**config.mk**
```make
export PLATFORM = sky130hd
export DESIGN_NAME = tpcdt_div
export DESIGN_NICKNAME = d
export VERILOG_FILES = /design/src/tpcdt_pkg.sv /design/src/tpcdt_div.sv
export SDC_FILE = /design/constraint.sdc
export NUM_CORES = 1
export LEC_CHECK = 0
export BUFFER_PORTS_ARGS = -buffer_cell sky130_fd_sc_hd__buf_2
export CORE_MARGIN = 2
export CORE_UTILIZATION = 63
export DETAILED_ROUTE_END_ITERATION = 7
export GPL_ROUTABILITY_DRIVEN = 0
export PLACE_DENSITY_LB_ADDON = 0.1
export SLEW_MARGIN = 20
export SYNTH_ARGS = -nofsm -noshare
export SYNTH_HDL_FRONTEND = slang
export SYNTH_SLANG_ARGS = --single-unit
```
**constraint.sdc**
```tcl
create_clock -name clk -period 7.04 [get_ports clk]
set_input_delay 0.704 -clock clk [delete_from_list [all_inputs] [get_ports clk]]
set_output_delay 0.704 -clock clk [all_outputs]
set_load 0.1 [all_outputs]
```
**src/tpcdt_pkg.sv**
```systemverilog
// ----------------------------------------------------------------------------
// tpcdt_pkg: shared types and constants
// Widths, store geometry and the divider interface for the coverage/depth block.
// ----------------------------------------------------------------------------
package tpcdt_pkg;

	localparam int unsigned MaxWidth   = 1024;
	localparam int unsigned MaxHeight  = 1024;
	localparam int unsigned StoreWords = MaxWidth * MaxHeight;
	localparam int unsigned AddrW      = $clog2(StoreWords);
	localparam int unsigned DepthW     = 24;
	localparam int unsigned WeightW    = 17;
	// edge values fit in 35 bits signed; positive edges in 34 bits
	localparam int unsigned EdgeW      = 36;
	localparam int unsigned MagW       = 36;
	localparam int unsigned NumW       = MagW + 16;
	localparam logic [DepthW-1:0] DepthMax = '1;

	typedef enum logic [1:0] {
		ST_IDLE,
		ST_DIV,
		ST_DEPTH,
		ST_WRITE
	} state_t;

	typedef enum logic {
		ACT_CLEAR = 1'b0,
		ACT_TEST  = 1'b1
	} action_t;

endpackage

```
**src/tpcdt_div.sv**
```systemverilog
// ----------------------------------------------------------------------------
// tpcdt_div: restoring divider
// Computes floor((num << 16) / den), one quotient bit per cycle.
// ----------------------------------------------------------------------------
module tpcdt_div
	import tpcdt_pkg::*;
(
	input  logic                 clk,
	input  logic                 arst_n,
	input  logic                 start,
	input  logic [MagW-1:0]      num,
	input  logic [MagW-1:0]      den,
	output logic                 done,
	output logic [WeightW-1:0]   quo
);

	localparam int unsigned CntW = $clog2(NumW + 1);

	logic [NumW-1:0]  dividend_q;
	logic [MagW:0]    rem_q;
	logic [MagW-1:0]  den_q;
	logic [CntW-1:0]  cnt_q;
	logic             run_q;
	logic [MagW:0]    trial;
	logic [MagW:0]    diff;

	assign trial = {rem_q[MagW-1:0], dividend_q[NumW-1]};
	assign diff  = trial - {1'b0, den_q};

	// shift-subtract loop
	always_ff @(posedge clk or negedge arst_n) begin
		if (!arst_n) begin
			run_q <= 1'b0;
			cnt_q <= '0;
			done  <= 1'b0;
		end else begin
			done <= 1'b0;
			if (start) begin
				run_q <= 1'b1;
				cnt_q <= CntW'(NumW);
			end else if (run_q) begin
				cnt_q <= cnt_q - 1'b1;
				if (cnt_q == CntW'(1)) begin
					run_q <= 1'b0;
					done  <= 1'b1;
				end
			end
		end
	end

	always_ff @(posedge clk) begin
		if (start) begin
			dividend_q <= {num, 16'd0};
			rem_q      <= '0;
			den_q      <= den;
		end else if (run_q) begin
			if (!diff[MagW]) begin
				rem_q      <= diff;
				dividend_q <= {dividend_q[NumW-2:0], 1'b1};
			end else begin
				rem_q      <= trial;
				dividend_q <= {dividend_q[NumW-2:0], 1'b0};
			end
		end
	end

	// weights never exceed 1.0, so the low bits hold the quotient
	assign quo = dividend_q[WeightW-1:0];

endmodule

```
# ---- Yosys cells after proc, flatten, opt, wreduce, memory -nomap -nowiden
# Cells that the tools add are included.
dict set report classes {
  reduce_logical 1
  n_mux 12
  add_sub_neg 2
  n_eq_ne 1
}
# op n
set ops {}
lappend ops {{52-bit 2-to-1 mux} 2}
lappend ops {{37-bit by 36-bit subtractor with 37-bit output} 1}
lappend ops {{36-bit 2-to-1 mux} 1}
lappend ops {{6-bit 2-to-1 mux} 2}
lappend ops {{1-bit 2-to-1 mux} 7}
lappend ops {{6-bit by 1-bit == test with 1-bit output, second input constant} 1}
lappend ops {{6-bit by 1-bit subtractor with 6-bit output, second input constant} 1}
lappend ops {{2-bit nonzero test} 1}
dict set report totals {
  out_inout_bits 18
  word_cells 23
  regBits 132
  in_bits 75
}

# ---- Depth between registers and ports, before layout
dict set report depth {
  ltp_word 4
  ltp_mapped 15
  mapped_depth_nobuf 14
}

# ---- Worst setup path after synthesis
# Ideal clock, no wire load.
dict set report synth_path {
  path_type {flip-flop to flip-flop}
  start {reg dividend_q[51]}
  end {reg rem_q[23]}
  setup_slack_ps 4181
  path_stages_with_launch 15
  path_buffers 1
  setup_time_ps 139
  arrival_ps 2720
  period_less_slack_ps 2859
  required_time_ps 6901
  path_cell_list {edfxtp_1 inv_1 ha_1 inv_1 fa_1 a211oi_1 o21ai_1 nand2_1 o21ai_2 a21o_1 a211oi_4 xnor2_4 buf_4 mux2i_1 a211oi_1}
}
dict set report synth_between {
  elab_chain_cells 2
}
# item line_no
set synth_rtl {}
lappend synth_rtl {{start: declaration} tpcdt_div.sv:19} ;# logic [NumW-1:0] dividend_q;
lappend synth_rtl {{start signal: assignment} tpcdt_div.sv:53} ;# dividend_q <= {num, 16'd0};
lappend synth_rtl {{start signal: assignment} tpcdt_div.sv:59} ;# dividend_q <= {dividend_q[NumW-2:0], 1'b1};
lappend synth_rtl {{start signal: assignment} tpcdt_div.sv:62} ;# dividend_q <= {dividend_q[NumW-2:0], 1'b0};
lappend synth_rtl {{37-bit by 36-bit subtractor with 37-bit output} tpcdt_div.sv:28} ;# assign diff = trial - {1'b0, den_q};
lappend synth_rtl {{36-bit 2-to-1 mux} tpcdt_div.sv:57} ;# if (!diff[MagW]) begin
lappend synth_rtl {{end signal: assignment} tpcdt_div.sv:58} ;# rem_q <= diff;
lappend synth_rtl {{end signal: assignment} tpcdt_div.sv:61} ;# rem_q <= trial;
lappend synth_rtl {{end: declaration} tpcdt_div.sv:20} ;# logic [MagW:0] rem_q;
# Every way passes these cells.
# A chain may end at the register's enable or synchronous reset.

# ---- Worst setup path after layout
dict set report layout_path {
  start {reg dividend_q[51]}
  end {reg rem_q[7]}
}
# The elaborated chain is that of the path after synthesis.

==> results by group <==
Layout
  – Reg area: ~3400 um^2
  – Layout cells sized above 1: roughly 18%
  – Diodes inserted: 0
  – Final Util: about 73%
  – FILL cells: between 800 and 900
  – Final net count: ~900
  – Multi-input logic area: 3430 um^2
  – P&R area growth vs syn: 12.93%

Routing
  – Final ANT Viol Nets: 0
  – DRC Markers: 0
  – DRT Wirelength: approximately 15 mm
  – Total vias in the final route: between 5000 and 6000
  – WL/cell: approximately 16 um
  – Via-to-Cell Ratio: between 5 and 6
  – TritonRoute pass-1 iters: 7
  – Drt initial violations: approximately 360

Timing
  – Hold Fails Final Rpt: 0
  – Final setup fails: 0
  – Clock Skew: between 0.009 and 0.01 ns
  – Slew HR: about two fifths
  – Max Freq: between 200 and 300 MHz
  – Max-slew violations: 0
  – Worst Slack Setup Final: 3.528 ns
  – Actual slew at the worst max-slew pin: about 0.9 ns
  – Unrepaired setup endpoints after global routing: false
  – Final critical-path share of the clock period: about half
  – Setup TNS: 0 ns
  – Worst Hold Margin: 0.1130 ns
  – Minimum clock period after layout: about 3.5 ns

Place
  – Detail Placement HPWL: just under 10 mm
  – Port-buffer cells: 92
  – Post-Place Setup Slack: about 3.6 ns

Synthesis
  – Yosys warns: 0
  – Most frequent cell after synthesis: nor2_1
  – Synth area leader: edfxtp_1
  – Synth Instances: about 730
  – Post-synth top cells: 83 x nor2_1, 72 x edfxtp_1, 53 x a21oi_1
  – Ys async rst share: between 6 and 7%
  – Mean Syn Cell Area: between 10 and 15 um^2
  – Ys flop type: edfxtp_1
  – Synth top area cells: edfxtp_1 30%, dfxtp_1 14%, ha_1 6.5%, a22o_1 4.7%, nor2_1 4.3%
  – Synth Register Bits: approximately 130
  – Seq/Total Area, Yosys: between 40% and 50%
  – Yosys top cell area share: between 20 and 30%
  – Synthesized area: 7308 um^2
  – Distinct cell type count after synthesis: just over 60
  – Post-Synthesis Net Count: 840
  – Post-synth EDFFs: 72

Critical path
  – Critical path peak fanout: slightly above 60
  – Critical-path top delay cell: buf_4
  – Critical Path RT: roughly 7.4 ns
  – CP startpoint kind: flop
  – Buf+Inv Stages, Crit Path: 3
  – CP Data Arrival Time: ~3.8 ns
  – CP Capture Type: flop
  – Crit path kind: reg2reg
  – Slowest stage delay, CP: about 0.56 ns
  – Family with the most delay on the worst path: compound AO/OA/AOI/OAI gates
  – Worst-path cell chain: inv_1 -> ha_1 -> inv_1 -> fa_1 -> a211oi_1 -> o21ai_1 -> nand2_1 -> o21ai_2 -> a21o_1 -> a211oi_4 -> xnor2_4 -> buf_4 -> mux2i_1 -> a211oi_1

Global routing
  – First-pass GRT wire length: ~25 mm
  – Initial antenna violation count: 0
  – Largest net degree at the start of global routing: 84
  – Grt ovf: 0
  – Gr usage total: around 25%
  – Vias in the first global route: 5430

Power and ir drop
  – LEAKAGE: roughly 3.8 nW
  – PD cells: 401.9 nW/um^2
  – Pwr Total: approximately 3.3 mW
  – Peak supply drop: approximately 0.44 mV

Run status
  – Status: finished, final reports clean

Run
  – Max-cap viol count: 0

Floorplan
  – Core area: roughly 11000 um^2
  – Die H: between 100 and 150 um
  – Initial Util: between 60% and 70%
  – Die Area: 12480 um^2
  – Row count: 39
  – Ports: 93
  – Die Width: 111.7 um

CTS
  – Clk buf depth: 2
  – CTS tree: built
  – Post-CTS sizing: 0
  – Clk_lat worst skew: 0.42 ns
  – H-tree Lvls: 4
  – Post-CTS Setup Bufs: 0
  – Clock slew at reported path FFs: 0.06 ns
  – Root buf cell: clkbuf_16
  – # clock sinks: 132
  – Hold-fix buffers, CTS: 0
  – Num CTS Buffers: 17

Hold path
  – HP Class: in2async
-- metrics by stage --
| stage | instance area [um^2] | cells |
|---|---|---|
| detailed placement | 7686 | 909 |
| CTS | 8253 | 941 |
| finish | 8253 | 941 |
| floorplan | 7308 | 726 |
| global placement | 7686 | 909 |
| global route | 8253 | 941 |
-- layer usage --
layer,up-vias,GRT usage (%),part of all wire (%)
met5,-,0,0
li1,2762,-,-
met1,2602,31.75,45
met3,18,8.165,5.8
met4,0,9.218,1.5
met2,112,38.59,47
-- report_power, final --
group	internal, mW	switching (mW)
Sequential	0.963	0.103
Combinational	0.591	0.828
Clock	0.502	0.330
Total	2.06	1.26
-- kinds of logic after synthesis --
logic type	count (synthesis)	share of synthesized area, %
compound gates	214	21.01
buf+inv	103	6.540
mux	26	3.561
flops	132	46.57
fa+ha+maj	39	6.780
simple gates	176	10.97
xor+xnor	36	4.571
-- path summary, 6_finish.rpt --
check                                from        end  slack [ns]  depth (start not counted)
max                        dividend_q[51]   rem_q[7]        3.53                         14
min                                arst_n       done        0.11                          1
max reg2reg                dividend_q[51]   rem_q[7]        3.53                         14
min reg2reg                     rem_q[34]  rem_q[34]        0.50                          2
max in group asynchronous          arst_n      run_q        6.74                          1
min in group clk                  den[27]  den_q[27]        0.45                          1
-- flip-flops by register name, indices dropped and copies added, names as in the netlist --
| name | count |
|---|---|
| cnt_q | 6 |
| den_q | 36 |
| dividend_q | 52 |
| done | 1 |
| rem_q | 36 |
| run_q | 1 |
-- cell usage in the layout, fill, tap and decap left out, types with 3 or more instances in the layout --
cell type  netlist  layout
buf_4           18       6
a31oi_1          7       7
o211ai_1         3       3
nor3_1          14      14
nor2_1          83      82
dfxtp_1         52      52
o21ai_1          3       3
a211oi_1        33      33
mux2i_1         26      26
o21ai_0         24      24
clkinv_4         0       5
edfxtp_1        72      72
a21o_1          17      17
nand2_1         32      32
o31ai_1          4       4
nand4b_1         4       4
a22o_1          39      39
nand4_1          5       5
and2_1           3       3
inv_1           46      46
o21bai_1         4       4
dfrtp_1          8       7
nand2b_1         8       8
o21a_1           5       5
buf_2            7      91
clkbuf_16        0      19
nand3_1         10      10
nor2b_1          3       3
xnor2_1         20      20
xor2_1          15      15
a21oi_1         53      53
and3_1           6       6
ha_1            38      38
-- area by class of cell --
type / instances / area share (%)
Sequential cell: 132 / 41.25
Inverter: 46 / 2.092
Clock inverter: 9 / 0.8338
Clock buffer: 23 / 6.034
Tap cell: 143 / 2.168
Timing Repair Buffer: 97 / 6.064
Multi-Input combinational cell: 491 / 41.56
Power figures use the tool's default switching activity.
